==> src/design/spanning_tree_weight_product_defines.svh <==
// assertion macros used by the top rtl file
`ifndef SPANNING_TREE_WEIGHT_PRODUCT_DEFINES_SVH
`define SPANNING_TREE_WEIGHT_PRODUCT_DEFINES_SVH

// same-cycle implication, checked on clk, quiet in reset
`define STWP_ASSERT_IMP(lbl, ante, cons, msg) \
  lbl: assert property (@(posedge clk) disable iff (rst) (ante) |-> (cons)) else $error(msg);

// next-cycle implication, checked on clk, quiet in reset
`define STWP_ASSERT_NXT(lbl, ante, cons, msg) \
  lbl: assert property (@(posedge clk) disable iff (rst) (ante) |=> (cons)) else $error(msg);

`endif

==> src/design/stwp_pkg.sv <==
`default_nettype none

package stwp_pkg;

  localparam int NODES    = 1024;
  localparam int NODE_W   = 10;
  localparam int SIZE_W   = 11;
  localparam int PROD_W   = 30;
  localparam int WEIGHT_W = 32;

  typedef logic [NODE_W-1:0]   node_t;
  typedef logic [SIZE_W-1:0]   size_t;
  typedef logic [PROD_W-1:0]   prod_t;
  typedef logic [WEIGHT_W-1:0] weight_t;

  localparam weight_t MODP     = 32'd1000000007;
  localparam weight_t MODP_X2  = 32'd2000000014;
  localparam node_t   NODE_LAST = node_t'(NODES - 1);
  localparam size_t   SIZE_ONE  = size_t'(1);
  localparam prod_t   PROD_ONE  = prod_t'(1);

endpackage

`default_nettype wire

==> src/design/stwp_modmul.sv <==
`default_nettype none

module stwp_modmul
  import stwp_pkg::*;
(
  input  wire     clk,
  input  wire     rst,
  input  wire     start,
  input  prod_t   base,
  input  weight_t weight,
  output logic    done,
  output prod_t   result
);

  localparam logic [1:0] M_IDLE = 2'd0;
  localparam logic [1:0] M_RED  = 2'd1;
  localparam logic [1:0] M_MUL  = 2'd2;
  localparam logic [1:0] M_DONE = 2'd3;
  localparam logic [4:0] MUL_TOP = 5'(PROD_W - 1);

  logic [1:0] state;
  logic [4:0] bit_idx;
  prod_t      x;
  prod_t      acc;
  weight_t    w;
  weight_t    t;
  weight_t    t_red;

  // double and add one bit of the reduced weight, then fold back below the prime
  always_comb begin
    t = {1'b0, acc, 1'b0} + (w[bit_idx] ? {2'b00, x} : '0);
    if (t >= MODP_X2) begin
      t_red = t - MODP_X2;
    end else if (t >= MODP) begin
      t_red = t - MODP;
    end else begin
      t_red = t;
    end
  end

  always_ff @(posedge clk) begin
    if (rst) begin
      state   <= M_IDLE;
      bit_idx <= MUL_TOP;
    end else begin
      case (state)
        M_IDLE, M_DONE: begin
          if (start) begin
            x     <= base;
            w     <= weight;
            state <= M_RED;
          end
        end
        M_RED: begin
          // at most four subtractions for a 32 bit weight
          if (w >= MODP) begin
            w <= w - MODP;
          end else begin
            acc     <= '0;
            bit_idx <= MUL_TOP;
            state   <= M_MUL;
          end
        end
        M_MUL: begin
          acc     <= t_red[PROD_W-1:0];
          bit_idx <= bit_idx - 5'd1;
          if (bit_idx == 5'd0) begin
            state <= M_DONE;
          end
        end
        default: state <= M_IDLE;
      endcase
    end
  end

  assign done   = (state == M_DONE);
  assign result = acc;

endmodule

`default_nettype wire

==> config.mk <==
export PLATFORM = sky130hd
export DESIGN_NAME = stwp_modmul
export DESIGN_NICKNAME = d
export VERILOG_FILES = /design/src/design/spanning_tree_weight_product_defines.svh /design/src/design/stwp_pkg.sv /design/src/design/stwp_modmul.sv
export SDC_FILE = /design/constraint.sdc
export NUM_CORES = 1
export LEC_CHECK = 0
export ABC_AREA = 1
export BUFFER_PORTS_ARGS = -buffer_cell sky130_fd_sc_hd__buf_2
export CORE_ASPECT_RATIO = 0.9
export CORE_MARGIN = 5
export CORE_UTILIZATION = 45
export CTS_BUF_LIST = sky130_fd_sc_hd__clkbuf_4 sky130_fd_sc_hd__clkbuf_8 sky130_fd_sc_hd__clkbuf_16
export CTS_CLUSTER_SIZE = 14
export DETAILED_ROUTE_END_ITERATION = 12
export PLACE_DENSITY = 0.74
export SLEW_MARGIN = 10
export SYNTH_ARGS = -nofsm -noshare
export SYNTH_HDL_FRONTEND = slang
export SYNTH_SLANG_ARGS = --single-unit
==> constraint.sdc <==
create_clock -name clk -period 5.1 [get_ports clk]
set_clock_uncertainty 0.2 [all_clocks]
set_input_delay 1.02 -clock clk [delete_from_list [all_inputs] [get_ports clk]]
set_output_delay 1.02 -clock clk [all_outputs]
set_load 0.1 [all_outputs]
# [Yosys cells after proc, flatten, opt, wreduce, memory -nomap -nowiden]
# Index checks and enable logic that the tools add are counted.
[word_totals] ff_bits=99 elab_cells=48 out_inout_bits=31 input_bits=65
[op_classes] order_cmp=4 n_reduce_logical=10 bitwise=1 eq_ne=7 add_sub_neg=5 muxes=16
[ops] op="two-way mux 30 bit" n=4
[ops] op=">= comparator 32 x 30 -> 1 bit, second input constant" n=2
[ops] op="two-way mux 32 bit" n=2
[ops] op="case mux 32 bit (2 select lines)" n=1
[ops] op="case mux 30 bit (2 select lines)" n=1
[ops] op="subtractor 30 bit, second input constant" n=2
[ops] op="adder 31 x 30 -> 32 bit" n=1
[ops] op=">= comparator 32 x 31 -> 1 bit, second input constant" n=1
[ops] op="subtractor 32 x 30 -> 32 bit, second input constant" n=1
[ops] op="case mux 5 bit (2 select lines)" n=1
[ops] op="AND reduction 3 bit" n=3
[ops] op="!= test 2 bit, second input constant" n=4
[ops] op="less-than comparator 5 x 6 -> 1 bit, second input constant" n=1
[ops] op="two-way mux 2 bit" n=3
[ops] op="case mux 2 bit (3 select lines)" n=1
[ops] op="binary-select mux 1 bit (select 5 bit)" n=1
[ops] op="zero test 5 bit" n=1
[ops] op="two-way mux 5 bit" n=1
[ops] op="subtractor 5 x 1 -> 5 bit, second input constant" n=1
[ops] op="== test 2 bit, second input constant" n=2
[ops] op="AND reduction 4 bit" n=1
[ops] op="nonzero test 2 bit" n=2
[ops] op="== test 2 x 1 -> 1 bit, second input constant" n=1
[ops] op="zero test 2 bit" n=1
[ops] op="4 further kinds" n=4

# [Depth between registers and ports, before layout]
# Gate-level depths: netlist (run 1).
[logic_depth] ltp_word=8 depth_mapped=40 depth_no_buf=35

# [Worst setup path before layout (run 1)]
# No wires, ideal clock.
[synth_path] kind="reg-to-reg" startpoint="reg bit_idx[0]" endpoint="reg acc[11] (netlist: result[11]) (data pin)" synth_period_minus_slack_ns=4.714 setup_time_ns=0.255 arrival_ns=4.259 t_required_ns=4.645 setup_slack_ns=0.386 path_stages_with_launch=36 path_buffers=5 cell_sequence="dfxtp_1 -> clkbuf_1 -> inv_1 -> clkbuf_1 -> nand2_1 -> nand3_1 -> nand2_1 -> nand2_1 -> nand2_1 -> nor2_1 -> nand2_1 -> nand2_1 -> clkbuf_1 -> buf_1 -> nor2_1 -> ha_1 -> inv_1 -> fa_1 -> inv_1 -> nand3_1 -> nand2_2 -> xnor2_2 -> nand3_1 -> nor2_1 -> nand2_1 -> nand2_1 -> nand2_2 -> nand2_2 -> nand2_2 -> nor2_1 -> nor2_1 -> nor2_4 -> buf_6 -> nand3_2 -> a21oi_1 -> nor2_1"
[synth_via] elab_chain_len=8 elab_cells_between_ends=11 classes_between="add/sub: 3; order compare: 2; mux: 6"
[synth_lines] element="start, declared" line="stwp_modmul.sv:22" rtl="logic [4:0] bit_idx;"
[synth_lines] element="start signal, assigned" line="stwp_modmul.sv:66" rtl="bit_idx <= bit_idx - 5'd1;"
[synth_lines] element="binary-select mux 1 bit (select 5 bit) (*)" line="stwp_modmul.sv:31" rtl="t = {1'b0, acc, 1'b0} + (w[bit_idx] ? {2'b00, x} : '0);"
[synth_lines] element="two-way mux 1 bit (not written as such) (*)" line="stwp_modmul.sv:31"
[synth_lines] element="two-way mux 30 bit (*)" line="stwp_modmul.sv:31"
[synth_lines] element="adder 31 x 30 -> 32 bit (*)" line="stwp_modmul.sv:31"
[synth_lines] element="subtractor 30 bit or >= comparator 32 x 30 -> 1 bit (tied branches)" line="stwp_modmul.sv:35, stwp_modmul.sv:34"
[synth_lines] element="two-way mux 30 bit" line="stwp_modmul.sv:34" rtl="end else if (t >= MODP) begin"
[synth_lines] element="two-way mux 30 bit (*)" line="stwp_modmul.sv:32" rtl="if (t >= MODP_X2) begin"
[synth_lines] element="case mux 30 bit (2 select lines) (*)" line="stwp_modmul.sv:46" rtl="case (state)"
[synth_lines] element="end signal, assigned" line="stwp_modmul.sv:65" rtl="acc <= t_red[PROD_W-1:0];"
[synth_lines] element="end, declared" line="stwp_modmul.sv:24" rtl="prod_t acc;"
# Every way passes the cells marked *; elsewhere a longest branch is shown, timed or not. The select of a mux whose other input is x is not followed.
# A chain may end at the register's enable or synchronous reset.

# [Worst setup path after layout (run 1)]
[layout_path] startpoint="reg bit_idx[0]" endpoint="reg acc[2] (netlist: result[2]) (data pin)"
# The elaborated chain is that of the path after synthesis.

==> metrics.txt, run 1 <==
Setup CP Type=flip-flop to flip-flop; Netlist cell types=43; worst min path class=flip-flop to flip-flop; Boundary Pins=96; Worst Tran Pin Value=0.796 ns; layout cell share with drive strength beyond 1=13.2%; die width=167 um; global route total overflow=0; Reg2Reg Depth=30; Slew Viols, Final=0; Die Height=151 um; vias in the first global route=9756; die area=0.0251 sq mm; DRT antenna net count=0; ANT cells=0; max cap viols=0; total number of vias=10.6k; status=complete, no violations; Num CTS Buffers=9; CTS tree=yes; Clock Path Buffers=2; Initial Util=45.8%; Synth top cells by count=nand2_1, inv_1, nor2_1; most used cell, CP=nand2_1; Synth Flop Type=edfxtp_1; number of synthesized register bits=99; CP required=5.02 ns; Final #Nets=1852; Syn Area/Cell=6.10 sq um; largest area contributor in the netlist=edfxtp_1; CP endpoint kind=flip-flop; most area-consuming cells after synthesis=edfxtp_1, nand2_1, inv_1; Wirelength per Cell=14.5 um; Mapped Nets=1733; drt first pass iters=5; Layout area overhead=14.5%; ys async rst share=0%; Post-Route WL=29600 um; placer congestion estimate=0.997; DR vias/cell=5.20; Final Hold Viols=0; pin count of the biggest net entering global routing=33; min cycle time layout=4.87 ns; Core ar.=0.0217 sq mm; maximum level of the CTS H-tree=3; CP max FO=29; Cells after Synth=1628; non-filler instance count after layout=2043; startpoint types=flip-flop; register area share after synthesis=29.2%; Fmax=0.205 GHz; DPL Wire Length=23200 um; setup violators final=0; Crit-path slowest cell=ha_1; number of synthesized flops with an enable pin=92; Period Utilization, post-route=95.5%; antenna violations before repair=0; DRC=0; Util after Layout=52.4%; TritonCTS Sinks=99; first-pass GRT wire length=46600 um; CTS root buffer=clkbuf_16; Synthesis Warnings=0; Row Count=51; Placed Cells=2014; cell with the most instances after synthesis=nand2_1; Crit path arrival time=4.79 ns; CTS Hold Bufs=0; fill count=2220; Starting DRT DRC Count=810; worst rel slew slack=46.9%; clock latency on the worst-skew pair=0.36 ns; Hold Path Stages=2; Clk pin slew, worst setup/hold paths=0.07 ns; Tot GR Track Use=22.6%; IO Port Bufs=95; Mapped Area=0.00993 sq mm; top-area cell type share of the netlist area=27.8%; slowest stage delay, CP=0.41 ns
layer usage:
layer	global-route usage (%)	vias up	part of all wire [%]	routed length, um
li1	-	5385	-	-
met1	31.2	4815	47	13700
met2	36.6	370	44	12900
met3	4.12	59	7.6	2250
met4	6.42	0	2.2	663
met5	0	-	0	0
stage by stage:
step | setup WS (ns) | setup TNS (ns) | cell area, sq um | hold WS, ns
after global placement | 0.0997 | 0 | 10900 | 0.304
after global routing | -0.0451 | -0.310 | 11400 | 0.379
final | 0.230 | 0 | 11400 | 0.310
after detailed placement | -0.0410 | -0.198 | 10900 | 0.301
after CTS | 0.179 | 0 | 11200 | 0.312
after floorplan | 0.386 | 0 | 9930 | 0.268
kinds of logic after synthesis:
kind of cell | after synthesis | share of synthesized area [%]
flops | 99 | 29.2
fa+ha+maj | 40 | 5.11
simple gates | 999 | 41.8
compound gates | 160 | 8.71
xor+xnor | 39 | 3.74
buf+inv | 291 | 11.5
layout by cell type, fill, tap and decap left out, drive strengths merged, types with 2 or more instances in the layout:
| master | instances |
|---|---|
| a21o | 2 |
| a21oi | 73 |
| a31oi | 13 |
| and2 | 2 |
| buf | 135 |
| clkbuf | 9 |
| clkinv | 5 |
| dfxtp | 7 |
| edfxtp | 92 |
| ha | 39 |
| inv | 264 |
| nand2 | 605 |
| nand3 | 142 |
| nand3b | 2 |
| nand4 | 15 |
| nor2 | 214 |
| nor3 | 13 |
| o211ai | 8 |
| o21ai | 57 |
| o21bai | 2 |
| o31ai | 3 |
| or2 | 5 |
| xnor2 | 8 |
| xor2 | 31 |
critical path, delay by kind of cell (launching register included):
| family | cells | cell delay, ns |
|---|---|---|
| simple gates | 23 | 2.77 |
| buf+inv | 5 | 0.75 |
| flops | 1 | 0.38 |
| fa+ha+maj | 1 | 0.41 |
| compound gates | 1 | 0.10 |
state kept, by name, summed over array words and instances, names as in the netlist:
name,count
w,32
state,2
x,30
bit_idx,5
result,30
worst paths after layout:
| check | from | end | slack (ns) |
|---|---|---|---|
| hold / removal | state[1] | state[1] | 0.31 |
| setup / recovery | bit_idx[0] | result[2] | 0.23 |
| setup reg to reg | bit_idx[0] | result[2] | 0.23 |
| hold reg to reg | state[1] | state[1] | 0.31 |
final cells by class:
cell class	instances	area, sq um	share of cell area [%]
clock buffer	9	225	1.98
clock inverter	7	68.8	0.605
inverter	263	991	8.71
multi-input combinational	1239	5990	52.7
sequential	99	2910	25.6
tap	291	364	3.20
timing repair buffer	135	827	7.27
what timing repair did:
action	in CTS	in global routing
cloned	0	1
endpoints found under the setup margin	13	30
resized for setup	1	31
buffers inserted	0	12
pin swaps	0	3
Power of run 1 is left out: the tool's default activity adds up to more than one toggle a clock period on the data nets, which glitch-free logic cannot reach.
==> inputs of run 2 (changes only) <==
--- a/config.mk
+++ b/config.mk
@@ -6,7 +6,7 @@
 export NUM_CORES = 1
 export LEC_CHECK = 0
 export ABC_AREA = 1
-export BUFFER_PORTS_ARGS = -buffer_cell sky130_fd_sc_hd__buf_2
+export BUFFER_PORTS_ARGS = -buffer_cell sky130_fd_sc_hd__clkbuf_2
 export CORE_ASPECT_RATIO = 0.9
 export CORE_MARGIN = 5
 export CORE_UTILIZATION = 45
==> constraint.sdc (replaced) <==
create_clock -name clk -period 4.6 [get_ports clk]
set_clock_uncertainty 0.2 [all_clocks]
set_input_delay 0.92 -clock clk [delete_from_list [all_inputs] [get_ports clk]]
set_output_delay 0.92 -clock clk [all_outputs]
set_load 0.1 [all_outputs]
==> metrics.txt, run 2 (synthesized netlist as in run 1, its figures left out) <==
IO Port Bufs=95 (unchanged); worst rel slew slack=38.6% (-8.2 points); DR vias/cell=5.32 (+2.2%); Core ar.=0.0217 sq mm (unchanged); Initial Util=45.8% (unchanged); Num CTS Buffers=9 (unchanged); Fmax=0.218 GHz (+6.4%); Final #Nets=1979 (+6.9%); CTS root buffer=clkbuf_16; Row Count=51 (unchanged); clock latency on the worst-skew pair=0.37 ns (about the same); DPL Wire Length=24400 um (+5.3%); Slew Viols, Final=0 (unchanged); Wirelength per Cell=15.9 um (+10%); slowest stage delay, CP=0.46 ns (+0.05 ns); Worst Tran Pin Value=0.919 ns (+0.123 ns); layout cell share with drive strength beyond 1=31.2% (+18 points); first-pass GRT wire length=49900 um (+7.2%); most frequent cells in the layout=nand2_1, inv_1, nor2_1, buf_4, nand3_1; drt first pass iters=5 (unchanged); CTS tree=yes; most flop-heavy register=w; CP required=4.53 ns (-0.49 ns); status=complete, no violations; Post-Route WL=34500 um (+17%); maximum level of the CTS H-tree=3 (unchanged); Crit-path slowest cell=edfxtp_1; antenna violations before repair=0 (unchanged); die area=0.0251 sq mm (unchanged); Final Hold Viols=0 (unchanged); Clk pin slew, worst setup/hold paths=0.09 ns (+0.02 ns); Period Utilization, post-route=99.5% (+4.0 points); WP buf/inv=7 (+2); vias in the first global route=10.2k (+4.3%); wire length on met3=2630 um (+17%); total negative slack=0 ns (unchanged); TritonCTS Sinks=99 (unchanged); max reg flops=32 (unchanged); die width=167 um (unchanged); Clock Path Buffers=2 (unchanged); CP max FO=5 (-83%); min cycle time layout=4.58 ns (-0.292 ns); Met2 Routed Length=15900 um (+23%); DRT antenna net count=0 (unchanged); startpoint types=flip-flop; Largest delay share family, worst path=simple AND/OR/NAND/NOR gates; Layout area overhead=36.0%; CP endpoint kind=flip-flop; DRC=0 (unchanged); most common cell after layout, fill and taps aside=nand2_1; placer congestion estimate=1.00 (+0.76%); unrepaired setup endpoints after global routing=yes; CTS Hold Bufs=0 (unchanged); setup violators final=0 (unchanged); Tot GR Track Use=24.2% (+1.6 points); Setup CP Type=flip-flop to flip-flop; global route total overflow=0 (unchanged); worst min path class=flip-flop to flip-flop; total number of vias=11.5k (+8.6%); pin count of the biggest net entering global routing=37 (+12%); ANT cells=0 (unchanged); max cap viols=0 (unchanged); met1 WL=14900 um (+8.7%); Boundary Pins=96 (unchanged); Starting DRT DRC Count=1227 (+51%); DR top layer=met4; Die Height=151 um (unchanged); Crit path arrival time=4.51 ns (-0.28 ns)
run 2: cell count changes in the layout (fill, tap and decap cells not counted), sizes merged:
cell	delta
inv	+1
clkbuf	+104
clkinvlp	-1
buf	+23
run 2: through the flow:
| stage | hold slack, ns | area (sq um) | instances | util [%] | worst slack, ns |
|---|---|---|---|---|---|
| after CTS | 0.322 | 11900 | 2117 | 54.8 | -0.00983 |
| after global routing | 0.338 | 13500 | 2170 | 62.3 | -0.159 |
| final | 0.315 | 13500 | 2170 | 62.3 | 0.0220 |
| after floorplan | 0.268 | 9930 | 1628 | - | 0.0272 |
| after global placement | 0.300 | 11600 | 2101 | 53.3 | -0.0907 |
| after detailed placement | 0.311 | 11600 | 2101 | 53.3 | -0.0852 |
run 2: worst paths after layout:
check,start,endpoint,slack [ns],cells past startpoint
max reg2reg,w[16],result[27],0.02,31
min,state[1],state[1],0.31,2
min reg2reg,state[1],state[1],0.31,2
max,w[16],result[27],0.02,31
run 2: area by class of cell:
cell class	instances	area, sq um
Fill cell	1908	8190
Sequential cell	99	2910
Multi-Input combinational cell	1239	6970
Timing Repair Buffer	262	1980
Clock inverter	7	68.8
Inverter	263	992
Clock buffer	9	225
Tap cell	291	364
run 2: what timing repair did:
action,in CTS,in global routing
cloned,0,13
resized for setup,11,311
setup endpoints to repair,30,30
pin swaps,0,75
setup buffers,0,40
run 2: per-layer routing:
layer  global-route usage, %  vias to the layer above
li1                        -                     5645
met1                    33.5                     5272
met2                    40.3                      542
met3                    3.37                       83
met4                    5.89                        0
met5                       0                        -
run 2: worst min-delay path: stages (launching register included):
cell,delay [ns]
dfxtp_1,0.35
nand2_1,0.07
a21oi_1,0.05
Power of run 2 is left out for the same reason.
